File: config.mk
export PLATFORM = sky130hd
export DESIGN_NAME = wsm_ctrl
export DESIGN_NICKNAME = d
export VERILOG_FILES = /design/src/design/wsm_pkg.sv /design/src/design/wsm_ctrl.sv
export SDC_FILE = /design/constraint.sdc
export NUM_CORES = 1
export LEC_CHECK = 0
export BUFFER_PORTS_ARGS = -buffer_cell sky130_fd_sc_hd__buf_2
export CAP_MARGIN = 20
export CORE_UTILIZATION = 40
export CTS_BUF_LIST = sky130_fd_sc_hd__clkbuf_4
export DETAILED_ROUTE_END_ITERATION = 8
export PLACE_DENSITY_LB_ADDON = 0.25
export SYNTH_ARGS = -nofsm -noshare
export SYNTH_HDL_FRONTEND = slang
export SYNTH_SLANG_ARGS = --single-unit
File: constraint.sdc
create_clock -name clk -period 2 [get_ports clk]
set_input_delay 0 -clock clk [delete_from_list [all_inputs] [get_ports clk]]
set_output_delay 0 -clock clk [all_outputs]
set_load 0.02 [all_outputs]
File: src/design/wsm_pkg.sv
// shared types, constants and the quarter-wave sine builder for the window spectrum block
// no dependencies
package wsm_pkg;

    localparam int DEF_MAX_WINDOW      = 4096;
    localparam int DEF_TRIG_TABLE_BITS = 10;
    localparam int DEF_COEF_FRAC_BITS  = 16;

    localparam int CFG_W     = 32;
    localparam int CFG_IDX_W = 3;
    localparam int FIDX_W    = 16;
    localparam int AMP_W     = 28;
    localparam int TRIG_W    = 17;

    localparam logic [AMP_W-1:0] AMP_MAX     = 28'hFFF_FFFF;
    localparam logic [63:0]      HALF_PI_Q30 = 64'd1686629713;
    localparam int               ROOT_STEPS  = 32;
    localparam int               SQ_STEPS    = 4;

    localparam logic [CFG_IDX_W-1:0] CFG_WINDOW_TYPE     = 3'd0;
    localparam logic [CFG_IDX_W-1:0] CFG_WINDOW_LENGTH   = 3'd1;
    localparam logic [CFG_IDX_W-1:0] CFG_HANN_PHASE_STEP = 3'd2;
    localparam logic [CFG_IDX_W-1:0] CFG_RAMP_START      = 3'd3;
    localparam logic [CFG_IDX_W-1:0] CFG_RAMP_LENGTH     = 3'd4;
    localparam logic [CFG_IDX_W-1:0] CFG_RAMP_RECIP      = 3'd5;
    localparam logic [CFG_IDX_W-1:0] CFG_FREQ_PHASE_STEP = 3'd6;

    typedef enum logic [3:0] {
        ST_FILL,
        ST_IDLE,
        ST_RUN,
        ST_DRAIN,
        ST_MAG,
        ST_SQUARE,
        ST_SQWAIT,
        ST_ROOT,
        ST_DONE
    } state_t;

    typedef struct packed {
        logic       fill;
        logic       start;
        logic       issue;
        logic       mag;
        logic       sq_go;
        logic [1:0] sq_sel;
        logic       root_go;
        logic       finish;
    } cmd_t;

    typedef struct packed {
        logic fill_done;
        logic points_done;
        logic pipe_busy;
    } status_t;

    // sin(pi/2 * k / 2^tbits) in q1.16 from a nine-term taylor series in q30
    function automatic logic [TRIG_W-1:0] rom_entry(input int unsigned k,
                                                    input int unsigned tbits);
        logic [63:0] x;
        logic [63:0] x2;
        logic [63:0] term;
        longint      sum;
        int unsigned i;
        x    = (64'(k) * HALF_PI_Q30) >> tbits;
        x2   = (x * x) >> 30;
        term = x;
        sum  = longint'(x);
        for (i = 1; i <= 8; i++)
        begin
            term = ((term * x2) >> 30) / 64'((2 * i) * (2 * i + 1));
            if (i[0])
                sum = sum - longint'(term);
            else
                sum = sum + longint'(term);
        end
        if (sum < 0)
            sum = 0;
        sum = (sum + 8192) >>> 14;
        if (sum > 65536)
            sum = 65536;
        return TRIG_W'(sum);
    endfunction

endpackage

File: src/design/wsm_ctrl.sv
// controller of the window spectrum block: sequences fill, point sweep, square and root
// uses wsm_pkg
module wsm_ctrl (
    input  logic             clk,
    input  logic             rst_n,
    input  logic             in_valid,
    output logic             in_ready,
    input  logic             out_ready,
    output logic             out_valid,
    output wsm_pkg::cmd_t    cmd,
    input  wsm_pkg::status_t status
);

    wsm_pkg::state_t state_reg;
    wsm_pkg::state_t state_next;
    logic [4:0]      cnt_reg;
    logic [4:0]      cnt_next;
    logic            out_valid_reg;
    logic            out_valid_next;
    logic            can_finish;

    assign can_finish = !out_valid_reg || out_ready;

    always_comb
    begin
        state_next = state_reg;
        cnt_next   = cnt_reg;
        case (state_reg)
            wsm_pkg::ST_FILL:
                if (status.fill_done)
                    state_next = wsm_pkg::ST_IDLE;
            wsm_pkg::ST_IDLE:
                if (in_valid)
                    state_next = wsm_pkg::ST_RUN;
            wsm_pkg::ST_RUN:
                if (status.points_done)
                    state_next = wsm_pkg::ST_DRAIN;
            wsm_pkg::ST_DRAIN:
                if (!status.pipe_busy)
                    state_next = wsm_pkg::ST_MAG;
            wsm_pkg::ST_MAG:
            begin
                state_next = wsm_pkg::ST_SQUARE;
                cnt_next   = '0;
            end
            wsm_pkg::ST_SQUARE:
            begin
                cnt_next = cnt_reg + 5'd1;
                if (cnt_reg == 5'(wsm_pkg::SQ_STEPS - 1))
                    state_next = wsm_pkg::ST_SQWAIT;
            end
            wsm_pkg::ST_SQWAIT:
            begin
                state_next = wsm_pkg::ST_ROOT;
                cnt_next   = '0;
            end
            wsm_pkg::ST_ROOT:
            begin
                cnt_next = cnt_reg + 5'd1;
                if (cnt_reg == 5'(wsm_pkg::ROOT_STEPS - 1))
                    state_next = wsm_pkg::ST_DONE;
            end
            wsm_pkg::ST_DONE:
                if (can_finish)
                    state_next = wsm_pkg::ST_IDLE;
            default:
                state_next = wsm_pkg::ST_IDLE;
        endcase
    end

    always_comb
    begin
        cmd            = '0;
        in_ready       = 1'b0;
        out_valid_next = out_valid_reg && !out_ready;
        case (state_reg)
            wsm_pkg::ST_FILL:
                cmd.fill = 1'b1;
            wsm_pkg::ST_IDLE:
            begin
                in_ready  = 1'b1;
                cmd.start = in_valid;
            end
            wsm_pkg::ST_RUN:
                cmd.issue = !status.points_done;
            wsm_pkg::ST_MAG:
                cmd.mag = 1'b1;
            wsm_pkg::ST_SQUARE:
            begin
                cmd.sq_go  = 1'b1;
                cmd.sq_sel = cnt_reg[1:0];
            end
            wsm_pkg::ST_ROOT:
                cmd.root_go = 1'b1;
            wsm_pkg::ST_DONE:
                if (can_finish)
                begin
                    cmd.finish     = 1'b1;
                    out_valid_next = 1'b1;
                end
            default:
                cmd = '0;
        endcase
    end

    always_ff @(posedge clk or negedge rst_n)
    begin
        if (!rst_n)
        begin
            state_reg     <= wsm_pkg::ST_FILL;
            cnt_reg       <= '0;
            out_valid_reg <= 1'b0;
        end
        else
        begin
            state_reg     <= state_next;
            cnt_reg       <= cnt_next;
            out_valid_reg <= out_valid_next;
        end
    end

    assign out_valid = out_valid_reg;

endmodule

==> flow_summary_export.csv <==
group,metric,value,unit
status,status,"completed",
route,first_pass_iters,6,
power_and_ir_drop,vdd_ir_drop_max,0.000769,V
clock_tree,cts_tree,"built",
grt,antenna_found_initial,0,
grt,grt_overflow,0,
synthesis,syn_area,709,µm²
layout,utilization,53.0,%
min_path,worstHoldPathType,"in2async",
power_and_ir_drop,clkPwrFrac,12.2,%
timing,post-route-period-util,89.2,%
synthesis,synth_top_area_share,35.3,%
critical_path,cp.required,2.16,ns
timing,layout_min_cycle_time,1.78,ns
power_and_ir_drop,intPower,0.672,mW
route,routedWlPerCell,13.7,µm
route,viasPerCell,5.43,
synthesis,synth_nets,79,
die,core_area,1580,µm²
synthesis,synthTopCellsByArea,"dfrtp_1 (35%), or2b_2 (4.9%), nand2_1 (3.7%)",
synthesis,yosysSeqAreaShare,35.3,%
synthesis,muxShareOfSynthArea,4.94,%
clock_tree,cts_sinks,10,
die,dieWidth,44.1,µm
die,placementRows,14,
clock_tree,hold_buffers,2,
timing,max_slew_margin,78.2,%
timing,tightest_slew,0.327,ns
timing,drv_slew,0,
route,detail_route.iter0.violations,5,
layout,diodes,0,
synthesis,synth_adder_area_share,3.53,%
critical_path,path_cells,"or4b_4 -> or2_4 -> nand4_4 -> mux2_4",
clock_tree,htree_levels,1,
grt,grt_pass1_vias,559,
die,start_util,45.0,%
power_and_ir_drop,p_leak,0.435,nW
synthesis,synth_top_family_by_area,"simple AND/OR/NAND/NOR gates",
critical_path,worstSetupPathType,"reg2reg",
synthesis,ys.warnings.count,0,
critical_path,slowest_delay,0.52,ns
place,dp_cells,102,
power_and_ir_drop,pwr-share-comb,59.3,%
clock_tree,cts_resized,0,
die,io_pins,18,
layout,drive_gt1_share,38.0,%
synthesis,synth_seq_cells,10,
die,dieArea,1950,µm²
layout,n_fill_cell,150,
synthesis,synth-edff-count,0,
synthesis,ys_types,37,
critical_path,start_kind,"register",
place,gp_congestion,0.876,
grt,grt_pass1_wl,2.57,mm
clock_tree,root_buffer,"clkbuf_4",
critical_path,worstPathMaxFanout,9,
grt,grt_max_degree,12,
power_and_ir_drop,pwr-share-seq,28.4,%
clock_tree,cts_setup_buffers,0,
grt,grt_use_total,18.8,%
synthesis,syn_area_per_cell,10.1,µm²
route,vias,586,
route,drc,0,
layout,largest_reg_flops,5,
critical_path,critPathSlowestCell,"or4b_4",
clock_tree,cts.reportedPaths.clkPinSlew,0.07,ns
layout,area.growth.synth_to_final,17.8,%
synthesis,yosys.area_share.simple,32.3,%
place,place_hpwl,1.10,mm
power_and_ir_drop,p_switching,0.545,mW
clock_tree,max-clock-path-buffers,2,
die,fp.dieH,44.1,µm
job,cap_violations,0,
timing,fin_setup_tns,0,ns
critical_path,worstPathArrival,1.94,ns
timing,fin_skew,0.00173,ns
route,drtAntennaViolNets,0,
layout,nets,102,
power_and_ir_drop,swShare,44.8,%
synthesis,syn_inst,70,
timing,max_clock_freq,561,MHz
place,io_buffers,17,
power_and_ir_drop,power_density,1460,nW/µm²
critical_path,end_kind,"register",
clock_tree,clkLatencyLatePin,0.27,ns
synthesis,ys.flop_type,"dfrtp_1",
synthesis,synth_area_leader_cell,"dfrtp_1",
route,wl,1.48,mm
timing,setup_viol,0,
synthesis,synthXorXnorAreaFrac,1.23,%
synthesis,netlist_top_cells_count,"dfrtp_1 (10), nand2_1 (7)",
layout,final_cells,108,
timing,rsz0062_at_grt,"false",
critical_path,r2r.worst_path.cells,4,
timing,hold_viol,0,
clock_tree,cts-buffers-inserted,3,
synthesis,synth-compound-area-share,12.9,%
synthesis,yosysMostFrequentCell,"dfrtp_1",
synthesis,synthArstFlopShare,100,%
-- cell usage in the layout, fill, tap and decap left out, types with 2 or more instances in the layout --
cell type	count
or2b_2	4
buf_2	17
nor3_1	4
inv_1	2
clkbuf_4	3
dfrtp_1	10
buf_4	5
a22o_1	2
dlygate4sd3_1	2
mux2i_1	2
nand2_1	7
ha_1	2
nor2_1	2
and2_1	4
o21ai_0	4
-- critical path, delay by kind of cell, from the launching register on --
family,cells,cell delay (ns)
muxes,1,0.30
and+or+nand+nor,3,0.90
DFF,1,0.47
-- final timing paths --
| path | start | to | slack (ns) |
|---|---|---|---|
| worst max register to register | state_reg[2]$_DFFE_PN0P_ | state_reg[0]$_DFFE_PN0P_ | 0.22 |
| worst min register to register | cnt_reg[4]$_DFFE_PN0P_ | cnt_reg[4]$_DFFE_PN0P_ | 0.52 |
| min in group clk | status[0] | state_reg[1]$_DFFE_PN0P_ | 0.29 |
| worst min-delay path | rst_n | state_reg[3]$_DFFE_PN0P_ | 0.13 |
| max in group asynchronous | rst_n | state_reg[1]$_DFFE_PN0P_ | 1.68 |
| worst max-delay path | state_reg[2]$_DFFE_PN0P_ | state_reg[0]$_DFFE_PN0P_ | 0.22 |
-- stage by stage --
step / worst slack [ns] / instance area [µm²] / hold slack, ns / power, mW
after floorplan: 0.220 / 709 / -0.296 / 0.938
after global placement: 0.258 / 790 / -0.120 / 1.06
after detailed placement: 0.230 / 790 / -0.121 / 1.06
after CTS: 0.218 / 836 / 0.129 / 1.22
after global routing: 0.157 / 836 / 0.156 / 1.30
final: 0.217 / 836 / 0.125 / 1.22
-- logic make-up (layout without fill, tap and decap cells) --
logic type	Yosys count	count (layout)
fa+ha+maj	2	2
flops	10	10
mux	3	3
xor+xnor	1	1
simple gates	34	34
compound gates	12	12
buf+inv	8	30
-- power by group through the flow --
| stage | Sequential [mW] | Combinational (mW) | Clock (mW) |
|---|---|---|---|
| final | 0.346 | 0.722 | 0.149 |
| after global routing | 0.357 | 0.788 | 0.158 |
| after CTS | 0.343 | 0.722 | 0.153 |
| after detailed placement | 0.346 | 0.716 | 0 |
| after global placement | 0.344 | 0.712 | 0 |
| after floorplan | 0.310 | 0.628 | 0 |
-- area by class of cell --
cell class / count / area, µm² / area share [%]
Clock buffer: 3 / 22.5 / 2.69
Clock inverter: 1 / 3.75 / 0.449
Inverter: 2 / 7.51 / 0.898
Multi-Input combinational cell: 52 / 389 / 46.6
Sequential cell: 10 / 250 / 29.9
Tap cell: 16 / 20.0 / 2.40
Timing Repair Buffer: 24 / 143 / 17.1
-- per-layer routing --
metal  vias to the layer above  share of wire [%]  GRT usage, %
li1                        295                  -             -
met2                        21                 39          25.6
met5                         -                  0             0
met4                         0                3.8          14.5
met3                         4                4.5          2.45
met1                       266                 52          26.7
Power figures use the tool's default switching activity.
